## config.mk

```make
export PLATFORM = sky130hd
export DESIGN_NAME = fbm_mul
export DESIGN_NICKNAME = d
export VERILOG_FILES = /design/src/design/fbm_pkg.sv /design/src/design/fbm_mul.sv
export SDC_FILE = /design/constraint.sdc
export NUM_CORES = 2
export LEC_CHECK = 0
export BUFFER_PORTS_ARGS = -buffer_cell sky130_fd_sc_hd__buf_2
export CAP_MARGIN = 15
export CORE_MARGIN = 1
export CORE_UTILIZATION = 65
export DETAILED_ROUTE_END_ITERATION = 7
export PLACE_DENSITY = 0.9
export SYNTH_ARGS = -nofsm -noshare
export SYNTH_HDL_FRONTEND = slang
export SYNTH_SLANG_ARGS = --single-unit
```

## constraint.sdc

```tcl
create_clock -name clk -period 9.4 [get_ports clk]
set_clock_uncertainty 0.15 [all_clocks]
set_input_delay 1.41 -clock clk [delete_from_list [all_inputs] [get_ports clk]]
set_output_delay 1.41 -clock clk [all_outputs]
set_load 0.005 [all_outputs]
```

## src/design/fbm_pkg.sv

```systemverilog
// Shared types and constants for the fBm gradient noise block.
package fbm_pkg;

  localparam int COORD_BITS = 12;
  localparam int FREQ_W     = 24;
  localparam int OCT_W      = 4;
  localparam int HEIGHT_W   = 17;
  localparam logic [HEIGHT_W-1:0] HEIGHT_MAX = '1;

  localparam int MUL_A_W = 36;
  localparam int MUL_B_W = 21;
  localparam int MUL_P_W = MUL_A_W + MUL_B_W;

  typedef enum logic [1:0] {
    OP_LOAD_PERM = 2'd0,
    OP_LOAD_GRAD = 2'd1,
    OP_SAMPLE    = 2'd2,
    OP_NONE      = 2'd3
  } op_t;

  typedef enum logic [0:0] {
    REG_OCTAVE_COUNT = 1'b0,
    REG_BASE_FREQ    = 1'b1
  } reg_idx_t;

  typedef struct packed {
    op_t                    op;
    logic [7:0]             table_index;
    logic [7:0]             perm_value;
    logic signed [15:0]     grad_x;
    logic signed [15:0]     grad_y;
    logic [COORD_BITS-1:0]  coord_x;
    logic [COORD_BITS-1:0]  coord_z;
  } fbm_item_t;

  typedef struct packed {
    logic [HEIGHT_W-1:0] height;
    logic [HEIGHT_W-1:0] min_height;
    logic [HEIGHT_W-1:0] max_height;
  } fbm_result_t;

  typedef enum logic [4:0] {
    S_IDLE,
    S_SCL_X,
    S_SCL_Z,
    S_SCL_W,
    S_F_SQ,
    S_F_CUBE,
    S_F_POLY,
    S_F_DONE,
    S_H_P1,
    S_H_P2,
    S_H_G,
    S_D_X,
    S_D_Y,
    S_D_S,
    S_L_A,
    S_L_B,
    S_L_C,
    S_L_D,
    S_L_E,
    S_FIN
  } state_t;

endpackage

```

## src/design/fbm_mul.sv

```systemverilog
// Shared signed multiplier with registered product.
module fbm_mul (
  input  logic                                clk,
  input  logic signed [fbm_pkg::MUL_A_W-1:0]  a,
  input  logic signed [fbm_pkg::MUL_B_W-1:0]  b,
  output logic signed [fbm_pkg::MUL_P_W-1:0]  p
);
  import fbm_pkg::*;

  always_ff @(posedge clk) begin
    p <= MUL_P_W'(a) * MUL_P_W'(b);
  end

endmodule

```

# Yosys cells after proc, flatten, opt, wreduce, memory -nomap -nowiden
# Cells that the tools add are included.
[op_classes] mul=1
[ops] op="multiplier 36 x 21 -> 57 bit" n=1
[word_totals] word_cells=2 reg_bits=57 input_bits=58 output_inout_bits=57

# Longest topological paths before layout
[logic_depth] ltp_word=1 ltp_mapped=27 mapped_depth_nobuf=25

# Least setup slack after synthesis
# Ideal clock, no wire load.
[synth_timing] path_type="input-to-reg" start="input port a[35] (netlist bit)" end="register p[54] (netlist bit)" required_ps=9114 setup_ps=136 t_arrival_ps=7547 path_stages=24 path_buffers=1 path_slack_ps=1567 path_cell_list="clkbuf_1 > and2_1 > fa_1 > inv_1 > fa_1 > inv_1 > fa_1 > inv_1 > fa_1 > inv_1 > fa_1 > fa_1 > inv_1 > fa_1 > inv_1 > ha_1 > and3_1 > a22oi_1 > o21ai_1 > nor4_1 > o21ai_1 > a211oi_2 > or2_2 > o211ai_1"
[synth_between] elab_chain_len=1
[synth_rtl] element="start: declaration" line="fbm_mul.sv:4" source="input logic signed [fbm_pkg::MUL_A_W-1:0] a,"
[synth_rtl] element="multiplier 36 x 21 -> 57 bit" line="fbm_mul.sv:11" source="p <= MUL_P_W'(a) * MUL_P_W'(b);"
[synth_rtl] element="end signal: assignment" line="fbm_mul.sv:11"
[synth_rtl] element="end: declaration" line="fbm_mul.sv:6" source="output logic signed [fbm_pkg::MUL_P_W-1:0] p"
# Every way passes these cells.

# Worst setup path after layout
[layout_timing] start="input port b[15] (netlist bit)" end="register p[56] (netlist bit)"
[layout_between] elab_chain_len=1
[layout_rtl] element="start: declaration" line="fbm_mul.sv:5" source="input logic signed [fbm_pkg::MUL_B_W-1:0] b,"
[layout_rtl] element="multiplier 36 x 21 -> 57 bit" line="fbm_mul.sv:11"
# Every way passes these cells.

==> impl_results.md <==
- Area Growth Syn to Fin: 3.97%
- Final Cycle Share: ~92%
- Post-CTS sizing: 0
- WHS: about 1.4 ns
- Post-synth ARST share: 0%
- Final #Nets: approximately 3,900
- Mapped Area: around 27,000 µm²
- Most used cell, CP: fa_1
- Failing checks: DRC
- Post-route setup TNS: 0 ns
- CP max stage delay: 0.60 ns
- RePlAce Congestion: between 1 and 1.5
- Core Rows: 74
- Post-place setup slack: ~0.58 ns
- Grt ovf: 0
- Sequential share of the synthesized area: roughly 4.2%
- WS Path Type: in -> reg
- Syn Inst Count: 3,020
- HP Class: in -> reg
- Post-DR wirelength/cell: around 21 µm
- Antenna violations before repair: 2
- Top FF cell, synth: dfxtp_1
- CP bufs+invs: 5
- Critical path peak fanout: 22
- Hold bufs inserted after CTS: 0
- Top reg by flops: p
- Fraction of layout cells with a size suffix above 1: 5.39%
- Initial Util: between 60% and 70%
- Cts bufs inserted: 9
- Final hold vios: 0
- Post-synthesis register bit count: 57
- Final Max Slew Viols: 0
- Layout fillers: between 2,000 and 3,000
- End of the worst hold path: p[0]$_DFF_P_
- Die H: approximately 210 µm
- First-pass GRT wire length: between 100,000 and 150,000 µm
- Final setup viols: 0
- HPWL after DPL: between 50,000 and 60,000 µm
- Post-synth EDFFs: 0
- Syn Nets: ~4,000
- Slowest CP cell: nor4_1
- Endpoint class of the critical path: flop
- DIE AREA: 42,800 µm²
- H-Tree Depth: 3
- Vias in the first global route: ~24,000
- Final WL: ~75,000 µm
- Commonest non-fill, non-tap cell in the layout: inv_1
- CTS tree: built
- CTS sink cnt: between 50 and 60
- CP top delay family: adder cells
- First DRT Iteration DRCs: approximately 1,800
- CP Launch Type: input pin
- Port bufs: 114
- I/O Pins: roughly 120
- Chip width: between 200 and 250 µm
- Via density: just under 6
- Register area: ~1100 µm²
- Minimum clock period: about 8.6 ns
- Largest registers: p (57)
- Clk buf depth: 2
- Max cap viols: 0
- All-Layer GR Usage: ~38%
- Most frequent cells in the layout: inv_1 (829), fa_1 (744), nand2_1 (451), and2_1 (302), ha_1 (141)
- Worst path cell trace: buf_2, buf_4, nand2_1, fa_1, inv_1, fa_1, fa_1, fa_1, fa_1, fa_1, inv_1, fa_1, inv_1, ha_1, nand3_1, nor2_1, o21ai_1, nor4_1, nor4_1, o21ai_1, a211oi_2, or2_2, a211oi_1
- Routed Antenna Nets: 0
- DRT Pass-1 Iters: 8
- Max Clock Freq: 116 MHz
- DR vias: around 21,000
- Arr. time, crit path: around 8.8 ns
- Largest net degree at the start of global routing: 37
- Clock Pin Slew Worst Setup and Hold Paths: 0.08 ns
- DRC: 13
- Measured slew at the worst slew-check pin: around 1.0 ns
- Clk root buf: clkbuf_16
- Final WS setup: 0.790 ns
- Max_slew headroom: a little under a third
- RSZ-0062 raised after global routing: no
- Cell variety after synth: between 50 and 60
- Syn avg cell area: between 9 and 10 µm²
- Status: complete, but fails checks
- Hold Path Depth: 2
- Post-CTS setup buffer count: 0
- Max reg flops: 57
- Worst EP required: about 9.6 ns
- HP Start: a[0]
- Core Footprint: 41,100 µm²
- Area of the multi-input gates: roughly 22,000 µm²
- Yosys warning total: 0
[metal layers]
layer  global-route usage (%)  wire [µm]  up-vias  part of all wire (%)
met4                     22.8       4790        4                   6.4
met1                     45.0      24300    10200                    32
met3                     14.5      10300      452                    14
met2                     60.6      35300     1530                    47
li1                         -          -     8501                     -
met5                    0.806         59        -                 0.079
[cells in the mapped netlist (2+ instances only)]
master	n	area share, %
a211oi_1	9	0.25
a211oi_2	3	0.14
a21boi_1	2	0.055
a21o_1	19	0.52
a21oi_1	44	0.81
a221oi_1	2	0.064
a221oi_2	2	0.11
a31oi_1	6	0.14
and2_1	302	6.9
and3_1	4	0.092
buf_1	3	0.041
buf_2	6	0.11
clkbuf_1	147	2.0
dfxtp_1	57	4.2
fa_1	744	55
ha_1	141	6.5
inv_1	829	11
nand2_1	451	6.2
nand2b_1	9	0.21
nand3_1	14	0.26
nand3b_1	2	0.055
nand4_1	6	0.14
nor2_1	62	0.85
nor2b_1	3	0.069
nor3_1	10	0.18
nor4_1	2	0.046
o211ai_1	5	0.14
o21a_1	8	0.22
o21ai_0	24	0.44
o21ai_1	9	0.17
o21bai_1	5	0.14
o22ai_1	3	0.069
o31ai_1	2	0.055
o31ai_2	2	0.092
or2_2	4	0.092
or3_1	2	0.046
xnor2_1	39	1.3
xor2_1	18	0.58
[final cells by class]
type / count / area share (%)
inverters: 829 / 11.0
multi-input cells: 1978 / 79.1
well taps: 532 / 2.35
clock buffers: 10 / 0.843
diodes: 2 / 0.0176
repair buffers: 128 / 2.38
flip-flops and latches: 57 / 4.02
clock inverters: 6 / 0.318
[kinds of logic (layout without fill, tap and decap cells)]
family / Yosys count / after routing / synth area share (%)
compound gates: 159 / 159 / 3.96
fa+ha+maj: 885 / 885 / 61.1
simple gates: 877 / 877 / 15.4
flops: 57 / 57 / 4.18
other cells: 0 / 2 / 0
xor+xnor: 57 / 57 / 1.83
buf+inv: 985 / 973 / 13.6
[worst max-delay path by stage]
| stage | start | endpoint | slack (ns) | cells after the start |
|---|---|---|---|---|
| after detailed placement | b[6] | p[54]$_DFF_P_ | 0.58 | 23 |
| final | b[15] | p[56]$_DFF_P_ | 0.79 | 23 |
| after global routing | b[15] | p[54]$_DFF_P_ | 0.51 | 23 |
| after floorplan | a[35] | p[54]$_DFF_P_ | 1.57 | 24 |
| after global placement | b[6] | p[55]$_DFF_P_ | 0.89 | 24 |
| after CTS | b[6] | p[54]$_DFF_P_ | 0.94 | 23 |
[metrics by stage]
step                cells  area, µm²  utilization (%)
floorplan            3020      27300                -
detailed placement   3524      28000             68.2
global placement     3524      28000             68.2
finish               3542      28400             69.0
CTS                  3540      28400             69.0
global route         3541      28400             69.0
Power is not shown: default switching activity piles up to over one toggle a cycle in this logic, so the estimate is an artifact.
